## src/rfft_pkg.sv

```systemverilog
package rfft_pkg;

	localparam int STORE_DEPTH      = 64;
	localparam int ADDR_W           = 6;
	localparam int CNT_W            = 7;
	localparam int SMP_W            = 16;
	localparam int VAL_W            = 22;
	localparam int DEF_MAX_POINTS   = 64;
	localparam int DEF_TWIDDLE_BITS = 16;

	// sin(2*pi*k/64) in Q30, k = 0..16
	localparam logic [30:0] QSIN [0:16] = '{
		31'd0,         31'd105245103, 31'd209476638, 31'd311690799,
		31'd410903207, 31'd506158392, 31'd596538995, 31'd681174602,
		31'd759250125, 31'd830013654, 31'd892783698, 31'd946955747,
		31'd992008094, 31'd1027506862, 31'd1053110176, 31'd1068571464,
		31'd1073741824
	};

	typedef struct packed {
		logic signed [SMP_W-1:0] re;
		logic signed [SMP_W-1:0] im;
		logic [ADDR_W-1:0]       addr;
		logic                    close;
		logic [CNT_W-1:0]        count;
	} item_t;

	typedef enum logic [2:0] {
		ST_LOAD,
		ST_PAD,
		ST_RD,
		ST_CALC,
		ST_MUL,
		ST_WRP,
		ST_WRQ,
		ST_OUT
	} state_t;

	// largest power of two not above maxp, capped at the store depth
	function automatic int cap_of(input int maxp);
		int c;
		c = 1;
		for (int k = 0; k < ADDR_W; k++) begin
			if (c * 2 <= maxp) begin
				c = c * 2;
			end
		end
		return c;
	endfunction

	function automatic logic signed [VAL_W-1:0] sat_val(input logic signed [63:0] v);
		logic signed [63:0] hi;
		logic signed [63:0] lo;
		hi = 64'sd2097151;
		lo = -64'sd2097152;
		if (v > hi) begin
			return VAL_W'(hi);
		end else if (v < lo) begin
			return VAL_W'(lo);
		end
		return VAL_W'(v);
	endfunction

	// quarter-wave sine ROM, angle in units of 2*pi/64, Q1.(tb-1)
	function automatic logic signed [24:0] rom_sin(input logic [5:0] a, input int tb);
		logic        neg;
		logic [4:0]  b;
		logic [4:0]  i;
		logic [31:0] m;
		logic [31:0] top;
		int          s;
		s   = 31 - tb;
		neg = a[5];
		b   = a[4:0];
		i   = (b <= 5'd16) ? b : 5'(6'd32 - {1'b0, b});
		m   = ({1'b0, QSIN[i]} + (32'd1 << (s - 1))) >> s;
		top = (32'd1 << (tb - 1)) - 32'd1;
		if (m > top) begin
			m = top;
		end
		return neg ? -$signed(25'(m)) : $signed(25'(m));
	endfunction

endpackage

```

## src/rfft_front.sv

```systemverilog
module rfft_front #(
	parameter int CAP = 64
) (
	input  logic                          clk,
	input  logic                          arst_n,
	input  logic                          start,
	output logic                          busy,
	input  logic signed [15:0]            sample_real,
	input  logic signed [15:0]            sample_imag,
	input  logic                          last_sample,
	input  logic                          q_full,
	output logic                          push,
	output rfft_pkg::item_t               push_item
);
	import rfft_pkg::*;

	logic [CNT_W-1:0] count_q;
	logic [CNT_W-1:0] cnt_nx;
	logic             close;

	assign busy   = q_full;
	assign push   = start & ~q_full;
	assign cnt_nx = count_q + CNT_W'(1);
	// frame closes on the marked sample or when the count reaches CAP
	assign close  = last_sample | (cnt_nx >= CNT_W'(CAP));

	always_comb begin
		push_item.re    = sample_real;
		push_item.im    = sample_imag;
		push_item.addr  = count_q[ADDR_W-1:0];
		push_item.close = close;
		push_item.count = cnt_nx;
	end

	always_ff @(posedge clk or negedge arst_n) begin
		if (!arst_n) begin
			count_q <= '0;
		end else if (push) begin
			count_q <= close ? '0 : cnt_nx;
		end
	end

endmodule

```

## config.mk

```make
export PLATFORM = sky130hd
export DESIGN_NAME = rfft_front
export DESIGN_NICKNAME = d
export VERILOG_FILES = /design/src/rfft_pkg.sv /design/src/rfft_front.sv
export SDC_FILE = /design/constraint.sdc
export NUM_CORES = 1
export LEC_CHECK = 0
export BUFFER_PORTS_ARGS = -buffer_cell sky130_fd_sc_hd__buf_2
export CAP_MARGIN = 20
export CORE_UTILIZATION = 33
export CTS_BUF_LIST = sky130_fd_sc_hd__clkbuf_2 sky130_fd_sc_hd__clkbuf_4 sky130_fd_sc_hd__clkbuf_8
export DETAILED_ROUTE_END_ITERATION = 16
export HOLD_SLACK_MARGIN = 0.06
export PLACE_DENSITY = 0.92
export SLEW_MARGIN = 10
export SYNTH_ARGS = -nofsm -noshare
export SYNTH_HDL_FRONTEND = slang
export SYNTH_SLANG_ARGS = --single-unit
```

## constraint.sdc

```tcl
create_clock -name clk -period 1.9 [get_ports clk]
set_input_delay 0.38 -clock clk [delete_from_list [all_inputs] [get_ports clk]]
set_output_delay 0.38 -clock clk [all_outputs]
set_load 0.01 [all_outputs]
```

==> Word level (Yosys, flattened, before mapping) <==
Index checks and enable logic that the tools add are counted.
{ "classes": {"bitwise_logic": 3, "n_lt_le_gt_ge": 1, "n_addsub": 1, "n_mux": 1} }
{ "op_table": {"columns": ["op", "count"], "rows": [
  ["$add 7x1->7 const B", 1],
  ["$ge 7x7->1 const B", 1],
  ["$mux 7", 1],
  ["$and 1x1->1", 1],
  ["$not 1->1", 1],
  ["$or 1x1->1", 1]
]} }
{ "totals": {"word_cells": 7, "reg_bits": 7} }

==> Depth between registers and ports, before layout <==
{ "logic_depth": {"ltp_word": 4, "depth_mapped": 5, "ltp_nobuf": 5} }

==> Worst setup path before layout <==
Ideal clock, no wire load.
{ "synth_path": {"path_kind": "flip-flop to output port", "startpoint": "register count_q[0]", "endpoint": "output push_item[7] (netlist bit)", "n_path_buf": 1, "path_slack_ns": 0.228, "path_stages_with_launch": 6, "arrival_time_ns": 1.292, "required_time_ns": 1.520, "path_cell_list": "dfrtp_1 -> ha_1 -> nand2_1 -> or3_4 -> nand3b_4 -> buf_4"} }
{ "synth_between": {"elab_chain_len": 3} }
{ "synth_rtl": {"columns": ["element", "line_no", "source"], "rows": [
  ["start, declared", "rfft_front.sv:17", "logic [CNT_W-1:0] count_q;"],
  ["start signal, assigned", "rfft_front.sv:39", "count_q <= close ? '0 : cnt_nx;"],
  ["$add 7x1->7", "rfft_front.sv:23", "assign cnt_nx = count_q + CNT_W'(1);"],
  ["$ge 7x7->1", "rfft_front.sv:25", "assign close = last_sample | (cnt_nx >= CNT_W'(CAP));"],
  ["$or 1x1->1", "rfft_front.sv:25", null],
  ["end, declared", "rfft_front.sv:13", "output rfft_pkg::item_t push_item"]
]} }
Every way passes these cells.

==> results by group <==
Outcome
  • Outcome: completed

CTS
  • Clock-pin slew on the worst setup and hold paths: 0.05 ns
  • Clock Sinks: 7
  • Num CTS Buffers: 3
  • CTS Buffer Depth: 2
  • TritonCTS clock tree: done
  • Clk Latency, worst-skew pair: 0.25 ns
  • # H-tree levels: 1
  • Root buffer cell: clkbuf_4

Placement
  • Placed cell count: 94
  • Gpl congestion: 0.8453
  • HPWL after DPL: 1025 um
  • IO Port Bufs: 20

Die
  • DIE HEIGHT: 48.16 um
  • Die span in x: 48.16 um
  • Die ar.: 2319 sq um
  • Ports: 85
  • Row count: 16
  • Core box area: 1982 sq um
  • Starting Density: 0.3548

Worst setup path
  • Crit path required time: 1.52 ns
  • Crit path max fanout: 4
  • Crit path DAT: 1.49 ns
  • CP Class: flop to output port
  • Critical Path Source Type: flop
  • Crit. End Element: output port

STA
  • RSZ-0062 raised after global routing: yes
  • Final Max Tran Viols: 0
  • Min Tclk post-route: 1.869 ns
  • Setup violations, final: 0
  • Final Hold Viols: 0
  • Worst slew pin tran: 0.2995 ns
  • Worst Clk Skew: 0.0004634 ns
  • Relative slew slack: 0.8004
  • Fin Hold WS: 0.4956 ns
  • Setup_tns: 0 ns
  • Ratio of final minimum period to clock period: 0.9835
  • Fmax: 535.1 MHz

Routing
  • DR iter-0 viols: 10
  • Vias: 466
  • Number of vias per cell: 4.438
  • Post-route ant nets: 0
  • DR pass1 iterations: 4
  • Drt drc: 0
  • Final wirelength: 1399 um
  • WL per Instance: 13.32 um

Run
  • Max Cap Viol: 0

Synth
  • EDFF count, synth: 0
  • Synth Register Bits: 7
  • Seq/Total Area, Yosys: 0.2491
  • Most frequent cell after synthesis: buf_4
  • Fraction of registers with async set/reset: 1.000
  • Synth top cells by count: buf_4, nand2_1, dfrtp_1, o21ai_0
  • Syn Nets: 124
  • Netlist Area Pre-Place: 703.2 sq um
  • Synth top area cells: buf_4, dfrtp_1, nand2_1
  • Synthesized instance count: 86
  • Post-synth cell types: 18
  • Cell taking the most area after synthesis: buf_4
  • Synth Flop Type: dfrtp_1
  • Mean Syn Cell Area: 8.176 sq um
  • Yosys warns: 0
  • Top cell type's share of synthesized area: 0.4270

Power and ir drop
  • P_sw: 127.5 uW
  • Switch share: 0.2875
  • Clk pwr share: 0.334
  • Power Density: 683.1 nW/um^2
  • Internal power: 316.0 uW
  • Leakage: 0.3531 nW
  • Peak VDD IR: 0.0003975 V
  • Combinational Power Share: 0.291
  • Seq pwr share: 0.375

Finish
  • Max reg flops: 7
  • Post-Layout Cell Count: 105
  • Filler Cell Count: 214
  • Share of layout cells above drive strength 1: 0.4872
  • Largest reg by FF count: count_q
  • Regs by FF count: count_q (7)
  • Final Net Count: 117
  • N_diodes: 0
  • Syn-to-layout area delta: -7.651%
  • Final Util: 0.3277

Min path
  • Min-delay worst type: primary input to async pin

Global route
  • Vias in the first global route: 433
  • All-Layer GR Usage: 0.1233
  • Global-route wire length before repair: 1945 um
  • Maximum number of pins on one net before global-route repair: 10
  • Initial antenna violation count: 0
  • Remaining global-route overflow: 0
critical path: stages, from the launching register on:
cell and delay [ns]:
dfrtp_1 0.37, ha_2 0.20, nand2_2 0.06, or3_4 0.39, nand3b_4 0.11, buf_6 0.10
cells in the final DEF, fill, tap and decap left out, types with 2 or more instances in the layout:
| cell | count |
|---|---|
| buf_2 | 19 |
| buf_4 | 8 |
| clkbuf_4 | 4 |
| dfrtp_1 | 7 |
| inv_1 | 3 |
| nand2_1 | 12 |
| nand3_1 | 2 |
| o21ai_0 | 5 |
| o31ai_1 | 2 |
| xnor2_1 | 3 |
worst paths after layout:
path,endpoint,startpoint,cells past startpoint,slack [ns]
min reg2reg,count_q[5],count_q[5],2,0.57
min,count_q[2],arst_n,2,0.50
min in group clk,count_q[0],last_sample,3,0.51
max,push_item[7],count_q[1],5,0.03
max reg2reg,count_q[4],count_q[1],6,0.44
max in group asynchronous,count_q[0],arst_n,2,1.25
kinds of logic after synthesis:
group,share of synthesized area
AOI/OAI and AO/OA,0.06939
xor gates and xnor gates,0.04983
adders and majority gates,0.01779
buffers and inverters,0.4484
DFF,0.2491
and+or+nand+nor,0.1655
per-stage QoR:
| step | worst slack, ns | instance area (sq um) | total power [mW] |
|---|---|---|---|
| floorplan | 0.2276 | 703.2 | 0.3038 |
| finish | 0.03133 | 649.4 | 0.4436 |
| global placement | 0.2769 | 548.0 | 0.2614 |
| global route | -0.03921 | 649.4 | 0.4701 |
| CTS | 0.03194 | 608.1 | 0.4284 |
| detailed placement | 0.2089 | 548.0 | 0.2640 |
power by group through the flow:
stage	registers (mW)	clock network, mW	logic (mW)
final	0.166	0.148	0.129
after global routing	0.167	0.164	0.139
after CTS	0.164	0.153	0.111
after detailed placement	0.172	0	0.0915
after global placement	0.171	0	0.0908
after floorplan	0.172	0	0.132
layer usage:
| metal | track usage | vias up | wire length (um) |
|---|---|---|---|
| met5 | 0 | - | 0 |
| met4 | 0.06667 | 0 | 17 |
| met3 | 0.06296 | 6 | 146 |
| met2 | 0.2000 | 32 | 735 |
| met1 | 0.1293 | 212 | 499 |
| li1 | - | 216 | - |
final cells by class:
| class | instances | area, sq um | share of cell area |
|---|---|---|---|
| Multi-Input combinational cell | 35 | 222.7 | 0.3430 |
| Clock buffer | 4 | 30.03 | 0.04624 |
| Sequential cell | 7 | 175.2 | 0.2697 |
| Timing Repair Buffer | 29 | 176.4 | 0.2717 |
| Tap cell | 27 | 33.78 | 0.05202 |
| Inverter | 3 | 11.26 | 0.01734 |
what timing repair did:
| item | CTS | global route |
|---|---|---|
| setup endpoints to repair | 2 | 2 |
| endpoints found under the hold margin | 7 | 0 |
| setup buffers | 2 | 4 |
| hold buffers | 1 | 0 |
| pin swaps | 0 | 2 |
| resized for setup | 1 | 3 |
Note: power is estimated with default switching activity, not from simulation.
