--- src/rfft_pkg.sv ---
package rfft_pkg;

	localparam int STORE_DEPTH      = 64;
	localparam int ADDR_W           = 6;
	localparam int CNT_W            = 7;
	localparam int SMP_W            = 16;
	localparam int VAL_W            = 22;
	localparam int DEF_MAX_POINTS   = 64;
	localparam int DEF_TWIDDLE_BITS = 16;

	// sin(2*pi*k/64) in Q30, k = 0..16
	localparam logic [30:0] QSIN [0:16] = '{
		31'd0,         31'd105245103, 31'd209476638, 31'd311690799,
		31'd410903207, 31'd506158392, 31'd596538995, 31'd681174602,
		31'd759250125, 31'd830013654, 31'd892783698, 31'd946955747,
		31'd992008094, 31'd1027506862, 31'd1053110176, 31'd1068571464,
		31'd1073741824
	};

	typedef struct packed {
		logic signed [SMP_W-1:0] re;
		logic signed [SMP_W-1:0] im;
		logic [ADDR_W-1:0]       addr;
		logic                    close;
		logic [CNT_W-1:0]        count;
	} item_t;

	typedef enum logic [2:0] {
		ST_LOAD,
		ST_PAD,
		ST_RD,
		ST_CALC,
		ST_MUL,
		ST_WRP,
		ST_WRQ,
		ST_OUT
	} state_t;

	// largest power of two not above maxp, capped at the store depth
	function automatic int cap_of(input int maxp);
		int c;
		c = 1;
		for (int k = 0; k < ADDR_W; k++) begin
			if (c * 2 <= maxp) begin
				c = c * 2;
			end
		end
		return c;
	endfunction

	function automatic logic signed [VAL_W-1:0] sat_val(input logic signed [63:0] v);
		logic signed [63:0] hi;
		logic signed [63:0] lo;
		hi = 64'sd2097151;
		lo = -64'sd2097152;
		if (v > hi) begin
			return VAL_W'(hi);
		end else if (v < lo) begin
			return VAL_W'(lo);
		end
		return VAL_W'(v);
	endfunction

	// quarter-wave sine ROM, angle in units of 2*pi/64, Q1.(tb-1)
	function automatic logic signed [24:0] rom_sin(input logic [5:0] a, input int tb);
		logic        neg;
		logic [4:0]  b;
		logic [4:0]  i;
		logic [31:0] m;
		logic [31:0] top;
		int          s;
		s   = 31 - tb;
		neg = a[5];
		b   = a[4:0];
		i   = (b <= 5'd16) ? b : 5'(6'd32 - {1'b0, b});
		m   = ({1'b0, QSIN[i]} + (32'd1 << (s - 1))) >> s;
		top = (32'd1 << (tb - 1)) - 32'd1;
		if (m > top) begin
			m = top;
		end
		return neg ? -$signed(25'(m)) : $signed(25'(m));
	endfunction

endpackage

--- src/rfft_queue.sv ---
module rfft_queue (
	input  logic            clk,
	input  logic            arst_n,
	input  logic            push,
	input  rfft_pkg::item_t push_item,
	input  logic            pop,
	output logic            empty,
	output logic            full,
	output rfft_pkg::item_t head
);
	import rfft_pkg::*;

	item_t      ent_q [2];
	logic       wr_q;
	logic       rd_q;
	logic [1:0] cnt_q;

	assign empty = (cnt_q == 2'd0);
	assign full  = (cnt_q == 2'd2);
	assign head  = ent_q[rd_q];

	always_ff @(posedge clk) begin
		if (push) begin
			ent_q[wr_q] <= push_item;
		end
	end

	always_ff @(posedge clk or negedge arst_n) begin
		if (!arst_n) begin
			wr_q  <= 1'b0;
			rd_q  <= 1'b0;
			cnt_q <= 2'd0;
		end else begin
			if (push) begin
				wr_q <= ~wr_q;
			end
			if (pop) begin
				rd_q <= ~rd_q;
			end
			cnt_q <= cnt_q + {1'b0, push} - {1'b0, pop};
		end
	end

endmodule

--- config.mk ---
export PLATFORM = sky130hd
export DESIGN_NAME = rfft_queue
export DESIGN_NICKNAME = d
export VERILOG_FILES = /design/src/rfft_pkg.sv /design/src/rfft_queue.sv
export SDC_FILE = /design/constraint.sdc
export NUM_CORES = 1
export LEC_CHECK = 0
export BUFFER_PORTS_ARGS = -buffer_cell sky130_fd_sc_hd__clkbuf_2
export CAP_MARGIN = 20
export CORE_ASPECT_RATIO = 0.5
export CORE_MARGIN = 2
export CORE_UTILIZATION = 55
export DETAILED_ROUTE_END_ITERATION = 8
export PLACE_DENSITY = 0.81
export SYNTH_ARGS = -nofsm -noshare
export SYNTH_HDL_FRONTEND = slang
export SYNTH_SLANG_ARGS = --single-unit
--- constraint.sdc ---
create_clock -name clk -period 7.65 [get_ports clk]
set_clock_uncertainty 0.1 [all_clocks]
set_input_delay 1.53 -clock clk [delete_from_list [all_inputs] [get_ports clk]]
set_output_delay 1.53 -clock clk [all_outputs]
set_load 0.05 [all_outputs]
== Word level (Yosys, flattened, before mapping) ==
Memories as Yosys holds them, arrays and structs flattened.
Index checks and enable logic that the tools add are counted.
Storage, ports and cells
  memories: 1
  flip-flop bits (word level): 4
  memory bits (writable): 92
  bits of input ports: 50
  logic and storage cells: 12
  output and inout port bits: 48
Memory list
  ent_q: words 2, width 46, rd ports 1, clocked after memory_dff 0, wr ports 1, RTL line rfft_queue.sv:13  | item_t ent_q [2];
Operators by class
  bitwise logic cells: 2
  mux-type cells: 2
  eq/ne operators: 1
  add/subtract/negate cells: 2
  reductions and logical operators: 1
Operator list (number)
  2-bit by 1-bit adder with 2-bit output: 1
  2-bit == test, second input constant: 1
  2-bit logical NOT: 1
  1-bit 2-to-1 mux: 2
  1-bit NOT: 2
  2-bit by 1-bit subtractor with 2-bit output: 1

== Logic depth before layout (Yosys ltp) ==
Gate-level depths: netlist of the first run.
  depth after elaboration: 2
  mapped depth: 5
  gate-level depth less buffers: 5

== Least setup slack after synthesis of the first run ==
OpenSTA, ideal clock, no wires.
  kind: input to register
  start point: input port push
  end point: memory ent_q[0][0] (netlist name), enable pin
  required time: 7.095 ns
  data arrival time: 3.576 ns
  cell stages on the path: 1
  buffers on the path: 0
  path slack: 3.519 ns
  cell sequence: nor2b_1
Between the ends
  cells in the longest elaborated chain, start to end: 2
Ends and longest elaborated chain
  start, declared: RTL line rfft_queue.sv:4  | input logic push,
  1-bit 2-to-1 mux: RTL line rfft_queue.sv:23  | if (push) begin
  1-bit 2-to-1 mux (not written as such): RTL line rfft_queue.sv:24  | ent_q[wr_q] <= push_item;
  end, declared: RTL line rfft_queue.sv:13
No other way between the ends.

==> results.sh, run 1 <==
export IMPL_status="completed"
export IMPL_cts_setup_buffers=0
export IMPL_power_density_nw_per_um2=447.5
export IMPL_slowest_delay_ps=660
export IMPL_post_route_period_util_pct=50.11
export IMPL_max_vdd_ir_drop_mv=0.2360
export IMPL_critical_path_endpoint_type="output port"
export IMPL_hpwl_mm=3.808
export IMPL_whs_endpoint="wr_q"
export IMPL_antenna_found_initial=0
export IMPL_die_x_um=119.0
export IMPL_cpMaxStageDelayCell="dfrtp_2"
export IMPL_fp_dieArea_um2=7324
export IMPL_power_share_clock_pct=23.1
export IMPL_avgViaCountPerCell=4.952
export IMPL_fin_crit_ps=3834
export IMPL_wl_per_cell_um=15.84
export IMPL_start_util_pct=58.41
export IMPL_worst_slew_pin_slew_ps=686.8
export IMPL_drtIter0Drc=109
export IMPL_crit_type="reg -> out"
export IMPL_setup_violations=0
export IMPL_crit_path_start_kind="flop"
export IMPL_track_usage_pct=16.32
export IMPL_grt_max_degree=47
export IMPL_rsz0062_at_grt="false"
export IMPL_vias=1768
export IMPL_hold_path_class="reg -> reg"
export IMPL_hold_depth=1
export IMPL_power_frac_seq_pct=36.7
export IMPL_grt_pass1_wl_mm=8.528
export IMPL_hp_start="wr_q"
export IMPL_switching_share_pct=38.56
export IMPL_arrival_ps=2200
export IMPL_max_cap_violations=0
export IMPL_p_int_w=0.001254
export IMPL_yosysSeqAreaShare_pct=78.65
export IMPL_worstPathRequired_ps=6020
export IMPL_crit_chain="buf_4 > mux2_2 > clkbuf_2"
export IMPL_drc=0
export IMPL_cts_buffers=9
export IMPL_drive_above_1_share_pct=60.97
export IMPL_fmax_mhz=260.9
export IMPL_ctsHoldBuffers=0
export IMPL_r2r_setup_slack_ps=5750
export IMPL_drt_pass1_iter_count=4
export IMPL_grt_pass1_vias=1819
export IMPL_relSlewSlack_pct=54.12
export IMPL_synth_seq_cells=96
export IMPL_clk_latency_ps=330
export IMPL_maxSlewViolCount=0
export IMPL_ios=98
export IMPL_rows=20
export IMPL_ys_warn_count=0
export IMPL_setup_tns_ps=0
export IMPL_clockBufferDepth=2
export IMPL_synthesis_area_um2=3640
export IMPL_cts_sinks=96
export IMPL_clk_pin_slew_worst_paths_ps=60
export IMPL_drtAntennaViolNets=0
export IMPL_die_y_um=61.53
export IMPL_worstPathMaxFanout=32
export IMPL_numPortBuffers=97
export IMPL_rr_worst_depth=2
export IMPL_r2r_start="wr_q"
export IMPL_post_synth_num_cell_types=13
export IMPL_routed_wl_mm=5.655
export IMPL_core_um2=6231
export IMPL_worst_hold_slack_ps=451.3
export IMPL_combPwrFrac_pct=40.2
export IMPL_gp_congestion=0.6628
export IMPL_diodes=0
export IMPL_root_buffer="clkbuf_16"
export IMPL_r2r_end="ent_q[0][36]"
export IMPL_p_leak_nw=1.864
export IMPL_ctsResizeCount=0
export IMPL_area_growth_synth_to_final_pct=25.34
export IMPL_grt_overflow_total=0
export IMPL_power_switching_w=0.0007871
export IMPL_tritoncts="yes"
export IMPL_syn_nets=210
export IMPL_htreeDepth=3
export IMPL_hold_viol=0
export IMPL_netlist_instances=158
export IMPL_num_nets_final=316
export IMPL_syn_area_per_cell_um2=23.04
-- per-layer routing --
layer | vias to the layer above | routed length (um) | share of wire [%] | track usage [%]
li1 | 834 | - | - | -
met1 | 881 | 2284 | 40 | 17.69
met2 | 46 | 2977 | 53 | 29.80
met3 | 7 | 326 | 5.8 | 7.222
met4 | 0 | 68 | 1.2 | 5.782
met5 | - | 0 | 0 | 0
-- worst max path at each step --
stage	startpoint	to	slack [ps]	cells past startpoint
final	rd_q	head[3]	3820	3
after global routing	rd_q	head[3]	3720	3
after CTS	rd_q	head[3]	3780	3
after detailed placement	rd_q	head[3]	4160	3
after global placement	rd_q	head[1]	4190	3
after floorplan	push	ent_q[0][0]	3520	1
-- power by group through the flow --
stage | clock network, W | registers [W] | logic, W
2_1_floorplan | 0 | 0.000736 | 0.000706
3_3_place_gp | 0 | 0.000755 | 0.000810
3_5_place_dp | 0 | 0.000764 | 0.000819
4_1_cts | 0.000481 | 0.000754 | 0.000822
5_1_grt | 0.000503 | 0.000761 | 0.000857
6_report | 0.000471 | 0.000750 | 0.000821
-- per-stage QoR --
stage	instances	setup slack [ps]	cell area, um2	util (%)	power [W]
3_5_place_dp	340	4159	4210	67.57	0.001583
5_1_grt	357	3716	4562	73.21	0.002120
2_1_floorplan	158	3519	3640	-	0.001442
4_1_cts	356	3781	4534	72.77	0.002057
3_3_place_gp	340	4192	4210	67.57	0.001565
6_report	357	3816	4562	73.21	0.002041
-- worst max-delay path: cells and delay by family, from the launching register on --
kind                   cells  cell delay (ps)
buffers and inverters      2              770
DFF                        1              660
muxes                      1              410
-- synthesized netlist by cell type --
cell type | n | area (um2)
inv_1 | 2 | 7.510
xor3_1 | 1 | 23.77
mux2_4 | 30 | 450.4
edfxtp_1 | 92 | 2763
buf_6 | 4 | 45.04
nor2b_1 | 2 | 12.51
dfrtp_1 | 4 | 100.1
ha_1 | 2 | 25.02
mux2_2 | 16 | 180.2
xor2_1 | 2 | 17.52
buf_2 | 1 | 5.000
and2_1 | 1 | 6.260
nor2_1 | 1 | 3.750
-- cells by family after synthesis --
| logic type | synth area share (%) |
|---|---|
| xor+xnor | 1.134 |
| fa+ha+maj | 0.6874 |
| buf+inv | 1.581 |
| simple gates | 0.6187 |
| mux | 17.33 |
| flops | 78.65 |
-- final cells by class --
class | instances | area, um2
clock buffer | 11 | 242.7
clock inverter | 5 | 81.33
fill | 390 | 1669
inverter | 2 | 7.507
multi-input combinational | 55 | 728.2
sequential | 96 | 2864
tap | 88 | 110.1
timing repair buffer | 100 | 528.0
-- cells in the final DEF (no fill, tap or decap) --
cell,synthesis,routed
nor2b_1,2,1
mux2_4,30,30
nor2b_4,0,1
mux2_2,16,16
and2_2,0,1
clkbuf_16,0,9
dfrtp_2,0,1
inv_1,2,2
ha_1,2,2
xor2_1,2,2
edfxtp_1,92,92
clkbuf_2,0,97
clkinv_2,0,1
nor2_1,1,1
clkinvlp_4,0,1
xor3_1,1,1
bufinv_16,0,2
clkinv_4,0,1
buf_4,0,2
clkbuf_1,0,1
clkbuf_8,0,1
buf_16,0,1
dfrtp_1,4,3
-- sequential cells by signal, indices dropped and copies added (netlist names) --
signal,cells
cnt_q,2
ent_q,92
rd_q,1
wr_q,1
Power figures use the tool's default switching activity.
==> inputs of run 2 (changes only) <==
--- a/config.mk
+++ b/config.mk
@@ -9,9 +9,9 @@
 export CAP_MARGIN = 20
 export CORE_ASPECT_RATIO = 0.5
 export CORE_MARGIN = 2
-export CORE_UTILIZATION = 55
+export CORE_UTILIZATION = 47
 export DETAILED_ROUTE_END_ITERATION = 8
-export PLACE_DENSITY = 0.81
+export PLACE_DENSITY = 0.73
 export SYNTH_ARGS = -nofsm -noshare
 export SYNTH_HDL_FRONTEND = slang
 export SYNTH_SLANG_ARGS = --single-unit
==> constraint.sdc (replaced) <==
create_clock -name clk -period 3.07 [get_ports clk]
set_clock_uncertainty 0.1 [all_clocks]
set_input_delay 0.614 -clock clk [delete_from_list [all_inputs] [get_ports clk]]
set_output_delay 0.614 -clock clk [all_outputs]
set_load 0.05 [all_outputs]
==> results.sh, run 2 (same netlist as run 1, synthesis figures left out) <==
export IMPL_status="completed"
export IMPL_drive_above_1_share_pct=60.66
export IMPL_routed_wl_mm=5.656
export IMPL_clk_pin_slew_worst_paths_ps=60
export IMPL_drtIter0Drc=63
export IMPL_num_nets_final=319
export IMPL_power_density_nw_per_um2=1084
export IMPL_setup_tns_ps=0
export IMPL_grt_pass1_vias=1819
export IMPL_slowest_delay_ps=440
export IMPL_fin_crit_ps=2514
export IMPL_grt_overflow_total=0
export IMPL_largest_reg_flops=92
export IMPL_post_route_period_util_pct=81.90
export IMPL_drt_pass1_iter_count=4
export IMPL_power_frac_seq_pct=37.0
export IMPL_p_int_w=0.002941
export IMPL_fmax_mhz=397.7
export IMPL_tritoncts="yes"
export IMPL_hold_path_class="in -> reg"
export IMPL_top_register="ent_q"
export IMPL_drc=0
export IMPL_ctsResizeCount=0
export IMPL_setup_violations=0
export IMPL_place_area_um2=4243
export IMPL_clockBufferDepth=2
export IMPL_hold_viol=0
export IMPL_die_y_um=66.23
export IMPL_final_common_cell="clkbuf_2"
export IMPL_antenna_found_initial=0
export IMPL_max_vdd_ir_drop_mv=0.4913
export IMPL_worstPathRequired_ps=2360
export IMPL_maxSlewViolCount=0
export IMPL_grt_max_degree=47
export IMPL_wl_per_cell_um=15.37
export IMPL_hpwl_mm=3.950
export IMPL_power_share_clock_pct=20.2
export IMPL_core_um2=7405
export IMPL_crit_chain="buf_4 > mux2_2 > clkbuf_2"
export IMPL_clk_latency_ps=330
export IMPL_avgViaCountPerCell=4.774
export IMPL_vias=1757
export IMPL_diodes=0
export IMPL_crit_type="reg -> out"
export IMPL_area_growth_synth_to_final_pct=24.37
export IMPL_critical_path_endpoint_type="output port"
export IMPL_rsz0062_at_grt="false"
export IMPL_p_leak_nw=1.847
export IMPL_combPwrFrac_pct=42.7
export IMPL_power_switching_w=0.001967
export IMPL_max_cap_violations=0
export IMPL_largestRegisters="ent_q: 92 flops, cnt_q: 2 flops"
export IMPL_crit_path_start_kind="flop"
export IMPL_rows=22
export IMPL_cts_setup_buffers=0
export IMPL_final_area_um2=4527
export IMPL_drtAntennaViolNets=0
export IMPL_htreeDepth=3
export IMPL_grt_pass1_wl_mm=8.728
export IMPL_ios=98
export IMPL_numPortBuffers=97
export IMPL_fp_dieArea_um2=8507
export IMPL_layout_common_cells="97 x clkbuf_2, 92 x edfxtp_1, 30 x mux2_4, 16 x mux2_2, 9 x clkbuf_16"
export IMPL_gp_congestion=0.6547
export IMPL_die_x_um=128.5
export IMPL_start_util_pct=49.16
export IMPL_root_buffer="clkbuf_16"
export IMPL_cts_buffers=9
export IMPL_switching_share_pct=40.08
export IMPL_cpMaxStageDelayCell="buf_4"
export IMPL_cts_sinks=96
export IMPL_worstPathMaxFanout=32
export IMPL_track_usage_pct=14.32
export IMPL_worst_slew_pin_slew_ps=603.6
export IMPL_relSlewSlack_pct=59.76
export IMPL_arrival_ps=1800
==> run 2: cell count changes in the layout (fill, tap and decap cells not counted), sizes merged <==
cell | before | now
buf | 3 | 5
dlygate4sd3 | 0 | 1
clkbuf | 108 | 107
clkinv | 2 | 4
inv | 2 | 3
bufinv | 2 | 0
==> run 2: final timing paths <==
| kind | startpoint | end | slack (ps) | cells after the start |
|---|---|---|---|---|
| worst max-delay path | rd_q | head[38] | 560 | 3 |
| worst min-delay path | push_item[38] | ent_q[0][38] | 370 | 1 |
| worst max register to register | wr_q | ent_q[1][6] | 1500 | 2 |
| worst min register to register | wr_q | wr_q | 450 | 1 |
| max in group asynchronous | arst_n | rd_q | 2200 | 2 |
| min in group asynchronous | arst_n | wr_q | 530 | 2 |
==> run 2: power groups by stage <==
stage / clock [W] / combinational, W / sequential (W)
floorplan: 0 / 0.00176 / 0.00183
global placement: 0 / 0.00210 / 0.00183
detailed placement: 0 / 0.00212 / 0.00185
CTS: 0.00103 / 0.00212 / 0.00182
global route: 0.00108 / 0.00219 / 0.00184
finish: 0.000994 / 0.00210 / 0.00182
==> run 2: stage by stage <==
stage	setup slack (ps)	instances	util [%]	total power [W]	hold slack [ps]
after detailed placement	911.4	351	57.30	0.003970	330.7
after global placement	934.0	351	57.30	0.003929	328.1
after global routing	482.9	368	61.14	0.005117	345.6
after CTS	537.1	368	61.14	0.004976	349.1
final	555.6	368	61.14	0.004908	365.3
after floorplan	713.1	158	-	0.003590	218.4
==> run 2: per-layer routing <==
| layer | global-route usage (%) | part of all wire (%) |
|---|---|---|
| met4 | 5.357 | 1.4 |
| met1 | 14.78 | 38 |
| met5 | 0 | 0 |
| met3 | 6.230 | 6.2 |
| met2 | 26.20 | 54 |
==> run 2: area by class of cell <==
cell class / count / area [um2]
fill: 558 / 2878
sequential: 96 / 2864
multi-input combinational: 55 / 728.2
timing repair buffer: 103 / 533.0
clock buffer: 10 / 229.0
tap: 96 / 120.1
clock inverter: 6 / 45.04
inverter: 2 / 7.507
==> run 2: what timing repair did <==
item                                   4_1_cts  5_1_grt
endpoints found under the hold margin        4        0
setup endpoints to repair                    0        0
hold buffers                                 1        0
==> run 2: critical path, delay by kind of cell, from the launching register on <==
| kind | cells | cell delay (ps) |
|---|---|---|
| buffers and inverters | 2 | 680 |
| multiplexers | 1 | 420 |
| flip-flops | 1 | 360 |
